<file path="config.mk">
export PLATFORM = sky130hd
export DESIGN_NAME = rms_sound_level_detector_flat
export DESIGN_NICKNAME = d
export VERILOG_FILES = /design/src/rsld_pkg.sv /design/src/rsld_if.sv /design/src/rsld_cmp_sub.sv /design/src/rsld_csr.sv /design/src/rms_sound_level_detector.sv /design/src/flat_wrapper.sv
export VERILOG_INCLUDE_DIRS = /design/src /design/src/src
export SDC_FILE = /design/constraint.sdc
export NUM_CORES = 1
export LEC_CHECK = 0
export BUFFER_PORTS_ARGS = -buffer_cell sky130_fd_sc_hd__buf_2
export CAP_MARGIN = 20
export CORE_ASPECT_RATIO = 1.75
export CORE_MARGIN = 10
export CORE_UTILIZATION = 55
export DETAILED_ROUTE_END_ITERATION = 8
export PLACE_DENSITY = 0.69
export SLEW_MARGIN = 20
export SYNTH_ARGS = -nofsm -noshare
export SYNTH_HDL_FRONTEND = slang
export SYNTH_HIERARCHICAL = 1
export SYNTH_SLANG_ARGS = --single-unit
</file>
<file path="constraint.sdc">
create_clock -name clock -period 12.88 [get_ports clock]
set_clock_uncertainty 0.05 [all_clocks]
set_input_delay 1.288 -clock clock [delete_from_list [all_inputs] [get_ports clock]]
set_output_delay 1.288 -clock clock [all_outputs]
set_load 0.02 [all_outputs]
</file>
<file path="src/rms_sound_level_detector_assert.svh">
// assertion macros for the rms sound level detector
// both sample at the rising edge of the given clock and are off during reset

`ifndef RMS_SOUND_LEVEL_DETECTOR_ASSERT_SVH
`define RMS_SOUND_LEVEL_DETECTOR_ASSERT_SVH

// consequent holds in the same cycle as the antecedent
`define RSLD_ASSERT_NOW(label, clk, rst, ante, cons) \
   label: assert property (@(posedge clk) disable iff (rst) (ante) |-> (cons)) \
      else $error("rsld assertion failed");

// consequent holds in the cycle after the antecedent
`define RSLD_ASSERT_NEXT(label, clk, rst, ante, cons) \
   label: assert property (@(posedge clk) disable iff (rst) (ante) |=> (cons)) \
      else $error("rsld assertion failed");

`endif

</file>
<file path="src/rsld_pkg.sv">
// ----------------------------------------------------------------------------
// rsld_pkg
// shared widths, codes and types of the rms sound level detector
// ----------------------------------------------------------------------------
`timescale 1ns / 1ps
`default_nettype none

package rsld_pkg;

   localparam int SAMPLE_W    = 16;
   localparam int LEVEL_W     = 7;
   localparam int SUM_W       = 40;   // square sum and divider dividend
   localparam int SQ_W        = 32;   // square of a 16-bit magnitude
   localparam int ROOT_W      = SUM_W / 2;
   localparam int STEP_W      = 24;   // shared compare-subtract width
   localparam int FULL_SCALE_LOG2 = 14;
   localparam int CSR_ADDR_W  = 3;
   localparam int CSR_DATA_W  = 32;

   localparam logic [LEVEL_W-1:0] LEVEL_MAX     = 7'd100;
   localparam logic [LEVEL_W-1:0] THRESHOLD_RST = 7'd50;

   typedef logic [CSR_ADDR_W-3:0] csr_idx_type;
   localparam csr_idx_type REG_THRESHOLD = 1'b0;

   // input op codes
   localparam logic OP_MEASURE   = 1'b0;
   localparam logic OP_CALIBRATE = 1'b1;

   // result kind codes
   localparam logic KIND_LEVEL = 1'b0;
   localparam logic KIND_CAL   = 1'b1;

   typedef logic [LEVEL_W-1:0] level_type;
   typedef logic signed [SAMPLE_W-1:0] sample_type;

endpackage

`default_nettype wire

</file>
<file path="src/rsld_if.sv">
// ----------------------------------------------------------------------------
// rsld_req_if / rsld_rsp_if
// valid/ready channels for samples in and results out
// ----------------------------------------------------------------------------
`timescale 1ns / 1ps
`default_nettype none

interface rsld_req_if;
   logic                   valid;
   logic                   ready;
   logic                   op;
   rsld_pkg::sample_type   sample;
   logic                   last;

   modport source (output valid, output op, output sample, output last, input ready);
   modport sink (input valid, input op, input sample, input last, output ready);
endinterface

interface rsld_rsp_if;
   logic                   valid;
   logic                   ready;
   logic                   kind;
   rsld_pkg::level_type    level;
   logic                   detected;
   logic                   changed;
   rsld_pkg::sample_type   noise_floor;

   modport source (output valid, output kind, output level, output detected,
                   output changed, output noise_floor, input ready);
   modport sink (input valid, input kind, input level, input detected,
                 input changed, input noise_floor, output ready);
endinterface

`default_nettype wire

</file>
<file path="src/rsld_cmp_sub.sv">
// ----------------------------------------------------------------------------
// rsld_cmp_sub
// shared compare and subtract unit for the divide and square root steps
// ----------------------------------------------------------------------------
`timescale 1ns / 1ps
`default_nettype none

module rsld_cmp_sub #(
   parameter int W = 24
) (
   input  wire logic [W-1:0] a,
   input  wire logic [W-1:0] b,
   output logic              ge,
   output logic [W-1:0]      diff
);

   logic [W:0] wide;

   // borrow out of the extended subtract means a < b
   assign wide = {1'b0, a} - {1'b0, b};
   assign ge   = ~wide[W];
   assign diff = wide[W-1:0];

endmodule

`default_nettype wire

</file>
<file path="src/rsld_csr.sv">
// ----------------------------------------------------------------------------
// rsld_csr
// apb register file holding the detect threshold
// ----------------------------------------------------------------------------
`timescale 1ns / 1ps
`default_nettype none

module rsld_csr (
   input  wire logic                            clock,
   input  wire logic                            reset,
   input  wire logic                            csr_psel,
   input  wire logic                            csr_penable,
   input  wire logic                            csr_pwrite,
   input  wire logic [rsld_pkg::CSR_ADDR_W-1:0] csr_paddr,
   input  wire logic [rsld_pkg::CSR_DATA_W-1:0] csr_pwdata,
   output logic      [rsld_pkg::CSR_DATA_W-1:0] csr_prdata,
   output logic                                 csr_pready,
   output rsld_pkg::level_type                  threshold
);
   import rsld_pkg::*;

   level_type   thr_ff, thr_in;
   csr_idx_type idx;
   level_type   wval;
   logic        wr_en;

   assign idx        = csr_paddr[CSR_ADDR_W-1:2];
   assign csr_pready = 1'b1;
   assign wr_en      = csr_psel && csr_penable && csr_pwrite && csr_pready;
   assign wval       = csr_pwdata[LEVEL_W-1:0];

   always_comb begin
      thr_in = thr_ff;
      if (wr_en && (idx == REG_THRESHOLD)) begin
         // values above full scale saturate
         thr_in = (wval > LEVEL_MAX) ? LEVEL_MAX : wval;
      end
   end

   always_ff @(posedge clock) begin
      if (reset) begin
         thr_ff <= THRESHOLD_RST;
      end else begin
         thr_ff <= thr_in;
      end
   end

   always_comb begin
      csr_prdata = '0;
      if (idx == REG_THRESHOLD) begin
         csr_prdata = CSR_DATA_W'(thr_ff);
      end
   end

   assign threshold = thr_ff;

endmodule

`default_nettype wire

</file>
<file path="src/rms_sound_level_detector.sv">
// ----------------------------------------------------------------------------
// rms_sound_level_detector
// rms level meter with noise floor removal over blocks of audio samples
// ----------------------------------------------------------------------------
// usage:
//  - req_chan carries one sample per transaction (op, sample, last); op selects
//    measure or calibrate, last closes a block or a calibration run
//  - rsp_chan gives one result transaction for each sample with last set:
//    a level result (level, detected, changed) or a calibration result, both
//    with the noise floor in use
//  - csr port: apb, register 0 at byte address 0 is the detect threshold
//  - a sample without last: the square is formed at accept, and the sum is
//    updated in the next cycle
//  - a measure block end runs 40 restoring divide steps and 20 square root
//    steps, all through one shared compare-subtract unit, plus load, scale
//    and finish states; a calibration end runs only load, divide and finish
//  - the block takes no sample while it works on one
//  - the result sits in an output register; a stalled receiver holds the
//    block only when a new result is ready and the register is still full
//  - synchronous reset clears the floor, the sums, the counts, the detect
//    flag and sets the threshold to 50
// ----------------------------------------------------------------------------
`timescale 1ns / 1ps
`default_nettype none

`include "rms_sound_level_detector_assert.svh"

module rms_sound_level_detector #(
   parameter int MAX_BLOCK = 256,
   parameter int CAL_MAX   = 16384
) (
   input  wire logic                            clock,
   input  wire logic                            reset,
   rsld_req_if.sink                             req_chan,
   rsld_rsp_if.source                           rsp_chan,
   input  wire logic                            csr_psel,
   input  wire logic                            csr_penable,
   input  wire logic                            csr_pwrite,
   input  wire logic [rsld_pkg::CSR_ADDR_W-1:0] csr_paddr,
   input  wire logic [rsld_pkg::CSR_DATA_W-1:0] csr_pwdata,
   output logic      [rsld_pkg::CSR_DATA_W-1:0] csr_prdata,
   output logic                                 csr_pready
);
   import rsld_pkg::*;

   // counter and accumulator widths follow the run limits
   localparam int BLK_W     = $clog2(MAX_BLOCK + 1);
   localparam int CAL_W     = $clog2(CAL_MAX + 1);
   localparam int CAL_SUM_W = SAMPLE_W + CAL_W;
   localparam int DVR_W     = (BLK_W > CAL_W) ? BLK_W : CAL_W;
   localparam int IT_W      = $clog2(SUM_W);
   localparam int PROD_W    = ROOT_W + LEVEL_W;

   localparam logic [IT_W-1:0] DIV_LAST  = IT_W'(SUM_W - 1);
   localparam logic [IT_W-1:0] ROOT_LAST = IT_W'(ROOT_W - 1);

   // sequencer states
   localparam logic [2:0] ST_IDLE  = 3'd0;
   localparam logic [2:0] ST_ACCUM = 3'd1;
   localparam logic [2:0] ST_LOAD  = 3'd2;
   localparam logic [2:0] ST_DIV   = 3'd3;
   localparam logic [2:0] ST_ROOT  = 3'd4;
   localparam logic [2:0] ST_LEVEL = 3'd5;
   localparam logic [2:0] ST_DONE  = 3'd6;

   logic [2:0]            state_ff, state_in;

   // latched sample transaction
   logic                  op_ff, last_ff;
   sample_type            smp_ff;
   logic [SQ_W-1:0]       sq_ff;

   // architectural state
   sample_type            floor_ff, floor_in;
   logic [SUM_W-1:0]      sum_ff, sum_in;
   logic [BLK_W-1:0]      blk_cnt_ff, blk_cnt_in;
   logic [CAL_SUM_W-1:0]  cal_sum_ff, cal_sum_in;
   logic [CAL_W-1:0]      cal_cnt_ff, cal_cnt_in;
   logic                  det_flag_ff, det_flag_in;

   // iterative divide / root datapath
   logic [SUM_W-1:0]      num_ff, num_in;
   logic [STEP_W-1:0]     rem_ff, rem_in;
   logic [DVR_W-1:0]      dvr_ff, dvr_in;
   logic [ROOT_W-1:0]     root_ff, root_in;
   logic [IT_W-1:0]       it_ff, it_in;
   level_type             level_ff, level_in;

   // output register
   logic                  rsp_valid_ff, rsp_valid_in;
   logic                  kind_ff, kind_in;
   level_type             rlevel_ff, rlevel_in;
   logic                  det_ff, det_in;
   logic                  chg_ff, chg_in;
   sample_type            rfloor_ff, rfloor_in;

   level_type             threshold;
   logic                  req_fire;
   logic                  slot_free;

   // square of the difference from the floor, formed at accept
   logic signed [SAMPLE_W:0] diff;
   logic [SAMPLE_W:0]        mag;
   logic [SQ_W-1:0]          sq_in;

   logic [SUM_W:0]           sum_wide;
   logic [CAL_SUM_W-1:0]     cal_mag;
   logic [SAMPLE_W-1:0]      mean_mag;
   sample_type               mean;
   logic [PROD_W-1:0]        prod;
   logic [PROD_W-FULL_SCALE_LOG2-1:0] lvl_raw;

   // shared unit operands
   logic [STEP_W-1:0]     cs_a, cs_b, cs_diff;
   logic                  cs_ge;

   rsld_csr u_csr (
      .clock       (clock),
      .reset       (reset),
      .csr_psel    (csr_psel),
      .csr_penable (csr_penable),
      .csr_pwrite  (csr_pwrite),
      .csr_paddr   (csr_paddr),
      .csr_pwdata  (csr_pwdata),
      .csr_prdata  (csr_prdata),
      .csr_pready  (csr_pready),
      .threshold   (threshold)
   );

   rsld_cmp_sub #(.W(STEP_W)) u_cmp_sub (
      .a    (cs_a),
      .b    (cs_b),
      .ge   (cs_ge),
      .diff (cs_diff)
   );

   assign req_chan.ready = (state_ff == ST_IDLE);
   assign req_fire       = req_chan.valid && req_chan.ready;
   assign slot_free      = !rsp_valid_ff || rsp_chan.ready;

   assign diff  = {req_chan.sample[SAMPLE_W-1], req_chan.sample}
                - {floor_ff[SAMPLE_W-1], floor_ff};
   assign mag   = diff[SAMPLE_W] ? (SAMPLE_W + 1)'(-diff) : diff;
   assign sq_in = mag[SAMPLE_W-1:0] * mag[SAMPLE_W-1:0];

   // saturating add into the square sum
   assign sum_wide = {1'b0, sum_ff} + (SUM_W + 1)'(sq_ff);

   // magnitude of the calibration sum for the unsigned divider
   assign cal_mag = cal_sum_ff[CAL_SUM_W-1] ? -cal_sum_ff : cal_sum_ff;

   // divide step shifts in one dividend bit, root step shifts in two
   always_comb begin
      if (state_ff == ST_ROOT) begin
         cs_a = {rem_ff[STEP_W-3:0], num_ff[SUM_W-1 -: 2]};
         cs_b = STEP_W'({root_ff, 2'b01});
      end else begin
         cs_a = {rem_ff[STEP_W-2:0], num_ff[SUM_W-1]};
         cs_b = STEP_W'(dvr_ff);
      end
   end

   // rms scaled to 0..100
   assign prod    = root_ff * PROD_W'(LEVEL_MAX);
   assign lvl_raw = prod[PROD_W-1:FULL_SCALE_LOG2];

   // mean truncated toward zero
   assign mean_mag = num_ff[SAMPLE_W-1:0];
   assign mean     = cal_sum_ff[CAL_SUM_W-1] ? -mean_mag : mean_mag;

   always_comb begin
      state_in     = state_ff;
      floor_in     = floor_ff;
      sum_in       = sum_ff;
      blk_cnt_in   = blk_cnt_ff;
      cal_sum_in   = cal_sum_ff;
      cal_cnt_in   = cal_cnt_ff;
      det_flag_in  = det_flag_ff;
      num_in       = num_ff;
      rem_in       = rem_ff;
      dvr_in       = dvr_ff;
      root_in      = root_ff;
      it_in        = it_ff;
      level_in     = level_ff;
      rsp_valid_in = rsp_valid_ff && !rsp_chan.ready;
      kind_in      = kind_ff;
      rlevel_in    = rlevel_ff;
      det_in       = det_ff;
      chg_in       = chg_ff;
      rfloor_in    = rfloor_ff;

      case (state_ff)
         ST_IDLE: begin
            if (req_fire) begin
               state_in = ST_ACCUM;
            end
         end
         ST_ACCUM: begin
            if (op_ff == OP_MEASURE) begin
               // samples beyond the block limit are dropped
               if (blk_cnt_ff < BLK_W'(MAX_BLOCK)) begin
                  sum_in     = sum_wide[SUM_W] ? '1 : sum_wide[SUM_W-1:0];
                  blk_cnt_in = blk_cnt_ff + 1'b1;
               end
            end else begin
               if (cal_cnt_ff < CAL_W'(CAL_MAX)) begin
                  cal_sum_in = cal_sum_ff
                             + {{(CAL_SUM_W-SAMPLE_W){smp_ff[SAMPLE_W-1]}}, smp_ff};
                  cal_cnt_in = cal_cnt_ff + 1'b1;
               end
            end
            state_in = last_ff ? ST_LOAD : ST_IDLE;
         end
         ST_LOAD: begin
            rem_in = '0;
            it_in  = DIV_LAST;
            if (op_ff == OP_MEASURE) begin
               num_in = sum_ff;
               dvr_in = DVR_W'(blk_cnt_ff);
            end else begin
               num_in = SUM_W'(cal_mag);
               dvr_in = DVR_W'(cal_cnt_ff);
            end
            state_in = ST_DIV;
         end
         ST_DIV: begin
            // restoring divide, quotient bits shift into the dividend word
            rem_in = cs_ge ? cs_diff : cs_a;
            num_in = {num_ff[SUM_W-2:0], cs_ge};
            it_in  = it_ff - 1'b1;
            if (it_ff == '0) begin
               if (op_ff == OP_MEASURE) begin
                  rem_in   = '0;
                  root_in  = '0;
                  it_in    = ROOT_LAST;
                  state_in = ST_ROOT;
               end else begin
                  state_in = ST_DONE;
               end
            end
         end
         ST_ROOT: begin
            // digit by digit integer square root of the quotient
            rem_in  = cs_ge ? cs_diff : cs_a;
            root_in = {root_ff[ROOT_W-2:0], cs_ge};
            num_in  = {num_ff[SUM_W-3:0], 2'b00};
            it_in   = it_ff - 1'b1;
            if (it_ff == '0) begin
               state_in = ST_LEVEL;
            end
         end
         ST_LEVEL: begin
            level_in = (lvl_raw > (PROD_W - FULL_SCALE_LOG2)'(LEVEL_MAX)) ?
                       LEVEL_MAX : lvl_raw[LEVEL_W-1:0];
            state_in = ST_DONE;
         end
         ST_DONE: begin
            if (slot_free) begin
               rsp_valid_in = 1'b1;
               if (op_ff == OP_MEASURE) begin
                  kind_in     = KIND_LEVEL;
                  rlevel_in   = level_ff;
                  det_in      = (level_ff >= threshold);
                  chg_in      = (level_ff >= threshold) != det_flag_ff;
                  det_flag_in = (level_ff >= threshold);
                  rfloor_in   = floor_ff;
                  sum_in      = '0;
                  blk_cnt_in  = '0;
               end else begin
                  kind_in    = KIND_CAL;
                  rlevel_in  = '0;
                  det_in     = 1'b0;
                  chg_in     = 1'b0;
                  floor_in   = mean;
                  rfloor_in  = mean;
                  cal_sum_in = '0;
                  cal_cnt_in = '0;
               end
               state_in = ST_IDLE;
            end
         end
         default: begin
            state_in = ST_IDLE;
         end
      endcase
   end

   // control and architectural state
   always_ff @(posedge clock) begin
      if (reset) begin
         state_ff     <= ST_IDLE;
         floor_ff     <= '0;
         sum_ff       <= '0;
         blk_cnt_ff   <= '0;
         cal_sum_ff   <= '0;
         cal_cnt_ff   <= '0;
         det_flag_ff  <= 1'b0;
         rsp_valid_ff <= 1'b0;
         it_ff        <= '0;
      end else begin
         state_ff     <= state_in;
         floor_ff     <= floor_in;
         sum_ff       <= sum_in;
         blk_cnt_ff   <= blk_cnt_in;
         cal_sum_ff   <= cal_sum_in;
         cal_cnt_ff   <= cal_cnt_in;
         det_flag_ff  <= det_flag_in;
         rsp_valid_ff <= rsp_valid_in;
         it_ff        <= it_in;
      end
   end

   // payload, no reset needed
   always_ff @(posedge clock) begin
      if (req_fire) begin
         op_ff   <= req_chan.op;
         smp_ff  <= req_chan.sample;
         last_ff <= req_chan.last;
         sq_ff   <= sq_in;
      end
      num_ff    <= num_in;
      rem_ff    <= rem_in;
      dvr_ff    <= dvr_in;
      root_ff   <= root_in;
      level_ff  <= level_in;
      kind_ff   <= kind_in;
      rlevel_ff <= rlevel_in;
      det_ff    <= det_in;
      chg_ff    <= chg_in;
      rfloor_ff <= rfloor_in;
   end

   assign rsp_chan.valid       = rsp_valid_ff;
   assign rsp_chan.kind        = kind_ff;
   assign rsp_chan.level       = rlevel_ff;
   assign rsp_chan.detected    = det_ff;
   assign rsp_chan.changed     = chg_ff;
   assign rsp_chan.noise_floor = rfloor_ff;

   // an accepted sample always moves the sequencer to the accumulate state next
   `RSLD_ASSERT_NEXT(a_accept_accum, clock, reset, req_fire, state_ff == ST_ACCUM)
   // block count never passes the block limit
   `RSLD_ASSERT_NOW(a_blk_cnt_max, clock, reset, 1'b1, blk_cnt_ff <= BLK_W'(MAX_BLOCK))
   // a finished result waits while the output register is held
   `RSLD_ASSERT_NEXT(a_done_waits, clock, reset,
      (state_ff == ST_DONE) && rsp_valid_ff && !rsp_chan.ready, state_ff == ST_DONE)
   // level results stay in range, calibration results carry no level flags
   `RSLD_ASSERT_NOW(a_rsp_fields, clock, reset, rsp_valid_ff,
      (rlevel_ff <= LEVEL_MAX) && ((kind_ff == KIND_LEVEL) || (!det_ff && !chg_ff)))

endmodule

`default_nettype wire
</file>
<file path="src/flat_wrapper.sv">
// flat-port wrapper written by rule: the top's interface ports become plain ports
module rms_sound_level_detector_flat import rsld_pkg::*;
#(
   parameter int MAX_BLOCK = 256,
   parameter int CAL_MAX   = 16384
)
  (clock, reset, csr_psel, csr_penable, csr_pwrite, csr_paddr, csr_pwdata, csr_prdata, csr_pready, req_chan_valid, req_chan_op, req_chan_sample, req_chan_last, req_chan_ready, rsp_chan_valid, rsp_chan_kind, rsp_chan_level, rsp_chan_detected, rsp_chan_changed, rsp_chan_noise_floor, rsp_chan_ready);
  rsld_req_if req_chan_i ();
  rsld_rsp_if rsp_chan_i ();
  input  wire logic clock;
  input  wire logic reset;
  input  wire logic csr_psel;
  input  wire logic csr_penable;
  input  wire logic csr_pwrite;
  input  wire logic [rsld_pkg::CSR_ADDR_W-1:0] csr_paddr;
  input  wire logic [rsld_pkg::CSR_DATA_W-1:0] csr_pwdata;
  output logic      [rsld_pkg::CSR_DATA_W-1:0] csr_prdata;
  output logic csr_pready;
  input wire logic [$bits(req_chan_i.valid)-1:0] req_chan_valid;
  input wire logic [$bits(req_chan_i.op)-1:0] req_chan_op;
  input wire logic [$bits(req_chan_i.sample)-1:0] req_chan_sample;
  input wire logic [$bits(req_chan_i.last)-1:0] req_chan_last;
  output wire logic [$bits(req_chan_i.ready)-1:0] req_chan_ready;
  output wire logic [$bits(rsp_chan_i.valid)-1:0] rsp_chan_valid;
  output wire logic [$bits(rsp_chan_i.kind)-1:0] rsp_chan_kind;
  output wire logic [$bits(rsp_chan_i.level)-1:0] rsp_chan_level;
  output wire logic [$bits(rsp_chan_i.detected)-1:0] rsp_chan_detected;
  output wire logic [$bits(rsp_chan_i.changed)-1:0] rsp_chan_changed;
  output wire logic [$bits(rsp_chan_i.noise_floor)-1:0] rsp_chan_noise_floor;
  input wire logic [$bits(rsp_chan_i.ready)-1:0] rsp_chan_ready;
  assign req_chan_i.valid = req_chan_valid;
  assign req_chan_i.op = req_chan_op;
  assign req_chan_i.sample = req_chan_sample;
  assign req_chan_i.last = req_chan_last;
  assign req_chan_ready = req_chan_i.ready;
  assign rsp_chan_valid = rsp_chan_i.valid;
  assign rsp_chan_kind = rsp_chan_i.kind;
  assign rsp_chan_level = rsp_chan_i.level;
  assign rsp_chan_detected = rsp_chan_i.detected;
  assign rsp_chan_changed = rsp_chan_i.changed;
  assign rsp_chan_noise_floor = rsp_chan_i.noise_floor;
  assign rsp_chan_i.ready = rsp_chan_ready;
  rms_sound_level_detector #(.MAX_BLOCK(MAX_BLOCK), .CAL_MAX(CAL_MAX)) u_core (.clock(clock), .reset(reset), .req_chan(req_chan_i), .rsp_chan(rsp_chan_i), .csr_psel(csr_psel), .csr_penable(csr_penable), .csr_pwrite(csr_pwrite), .csr_paddr(csr_paddr), .csr_pwdata(csr_pwdata), .csr_prdata(csr_prdata), .csr_pready(csr_pready));
endmodule
</file>
==> metrics.md <==
| Metric | Value |
|---|---|
| Die W | 192.3 µm |
| Bufs on Longest Clock Path | 3 |
| Routed WL per cell | between 15 and 20 µm |
| Most used cell, CP | fa_1 |
| Vias in the first global route | about 24,000 |
| Worst endpoint required time | 13.15 ns |
| Slew @ Worst Pin | between 1 and 1.5 ns |
| Gp weighted congestion | 0.9379 |
| Leading cell type in the layout, fill and taps excluded | inv_1 |
| Reg2reg end | u_core/sq_ff[31] |
| Cell family with most CP delay | adder cells |
| Row cnt | 110 |
| Layout Nets | roughly 3,800 |
| Worst R2R Start | u_core/floor_ff[0] |
| GRT Residual Overflow | 0 |
| R2r setup slk | roughly 2.4 ns |
| Latest clock arrival within the worst-skew pair | ~0.60 ns |
| Core area | 51,470 µm² |
| H-tree levels | 1 |
| Final Hold Violating Endpoints | 0 |
| Hold Crit Class | reg -> reg |
| CTS sink cnt | 309 |
| Post-CTS Resized | 0 |
| Reg clk slew, reported paths | 0.07 ns |
| Crit path capture | u_core/sq_ff[31] |
| Cells after synthesis | 3,265 |
| Hpwl dp | just under 60,000 µm |
| WL final | 74,920 µm |
| TritonCTS clock tree | built |
| Die height | 321.5 µm |
| Critical path capture point type | register |
| Yosys warning count | 6 |
| Setup Viol. Count Final | 0 |
| Initial core utilization | between 50% and 60% |
| Outcome | complete, no violations |
| Max cap viols | 0 |
| Hold slack | between 0.4 and 0.5 ns |
| # DRC | 0 |
| # diodes | 0 |
| Setup bufs post-CTS | 0 |
| IO buf count | 67 |
| # fillers | around 4,600 |
| Crit Path Max Fanout | 17 |
| Crit path depth | 33 |
| Worst R2R Path Depth | 31 |
| DR vias | 23,160 |
| Most frequent cells in the layout | 397 x inv_1, 362 x nand2_1, 294 x nor2_1 |
| Tcrit/Tclk final | a little under nine tenths |
| Initial DRC count | 1,322 |
| Arrival time at the worst endpoint | 11.25 ns |
| Mapped Area | 28,570 µm² |
| GRT Total Usage | 24.05% |
| Largest net degree at the start of global routing | 92 |
| Worst path slowest cell | o31ai_1 |
| Layout area overhead | 6.819% |
| Buffers & Inverters on Critical Path | 6 |
| Hold_buf cts | 0 |
| I/O Pins | 121 |
| Layout cells sized above 1 | under 10% |
| Syn Area/Cell | 8.750 µm² |
| Pre-antenna DRT Iters | 5 |
| Post-route cell area | a little over 30,000 µm² |
| First-pass GRT wire length | 121,300 µm |
| Fin. max-slew vios | 0 |
| Final setup TNS | 0 ns |
| Relative slew slack | 25.56% |
| CTS root buf | clkbuf_16 |
| Vias per cell | 5.815 |
| Minimum clock period | ~11 ns |
| Delay of the slowest critical-path stage | about 0.84 ns |
| Die footprint | 61,820 µm² |
| Critical path type | in -> reg |
| Post-DRT Antenna Nets | 0 |
| Crit path launch | req_chan_sample[0] |
| Placed cell area | 29,470 µm² |
| Fmax | 91.03 MHz |
| RSZ-0062 raised after global routing | no |
| Initial antenna violation count | 0 |
| CTS Buf Count | 30 |
| Worst setup SP type | input pin |
## worst register-to-register path, delay by kind of cell (launching register included)
family,cells,cell delay [ns]
fa+ha+maj,9,3.92
compound gates,11,3.55
xor+xnor,2,0.78
simple gates,5,0.99
buf+inv,4,0.52
flops,1,0.33
## sequential cells by signal (all words and copies together), names as in the netlist, 15 cells and up
register                     count
u_core/smp_ff                   16
u_core/cal_sum_ff               31
u_core/num_ff                   40
u_core/floor_ff                 16
u_core/dvr_ff                   15
u_core/cal_cnt_ff               15
u_core/root_ff                  20
u_core/rem_ff                   23
u_core/rsp_chan.noise_floor     16
u_core/sq_ff                    31
u_core/sum_ff                   40
## layer usage
layer / wire length [µm] / global-route usage, % / vias up
li1: - / - / 11130
met1: 26880 / 24.51 / 11230
met4: 4490 / 13.50 / 0
met5: 0 / 0 / -
met2: 41130 / 46.39 / 579
met3: 2415 / 1.896 / 220
## layout make-up
class / instances / area, µm² / area share (%)
clock inverters: 11 / 121.4 / 0.3977
inverters: 404 / 1516 / 4.969
repair buffers: 104 / 613.1 / 2.009
well taps: 672 / 840.8 / 2.755
multi-input cells: 2438 / 18520 / 60.67
clock buffers: 45 / 922.1 / 3.022
flip-flops and latches: 309 / 7988 / 26.17
## how the worst min path moves through the flow
stage	startpoint	endpoint	slack, ns	depth (start not counted)
floorplan	u_core/sum_ff[11]	u_core/sum_ff[11]	0.38	2
global placement	u_core/sum_ff[0]	u_core/sum_ff[0]	0.39	2
detailed placement	u_core/sum_ff[0]	u_core/sum_ff[0]	0.41	2
CTS	u_core/sum_ff[0]	u_core/sum_ff[0]	0.42	2
global route	u_core/floor_ff[3]	u_core/floor_ff[3]	0.44	2
finish	u_core/sum_ff[0]	u_core/sum_ff[0]	0.42	2
## metrics by stage
stage,utilization (%),instances,worst slack [ns]
final,59.29,3983,1.894
after global routing,59.29,3983,1.436
after CTS,59.29,3983,2.074
after detailed placement,57.26,3927,1.479
after global placement,57.26,3927,1.602
after floorplan,-,3290,3.056
Power is left out: the tool's default activity adds up to more than one toggle a clock period on the data nets, which glitch-free logic cannot reach.
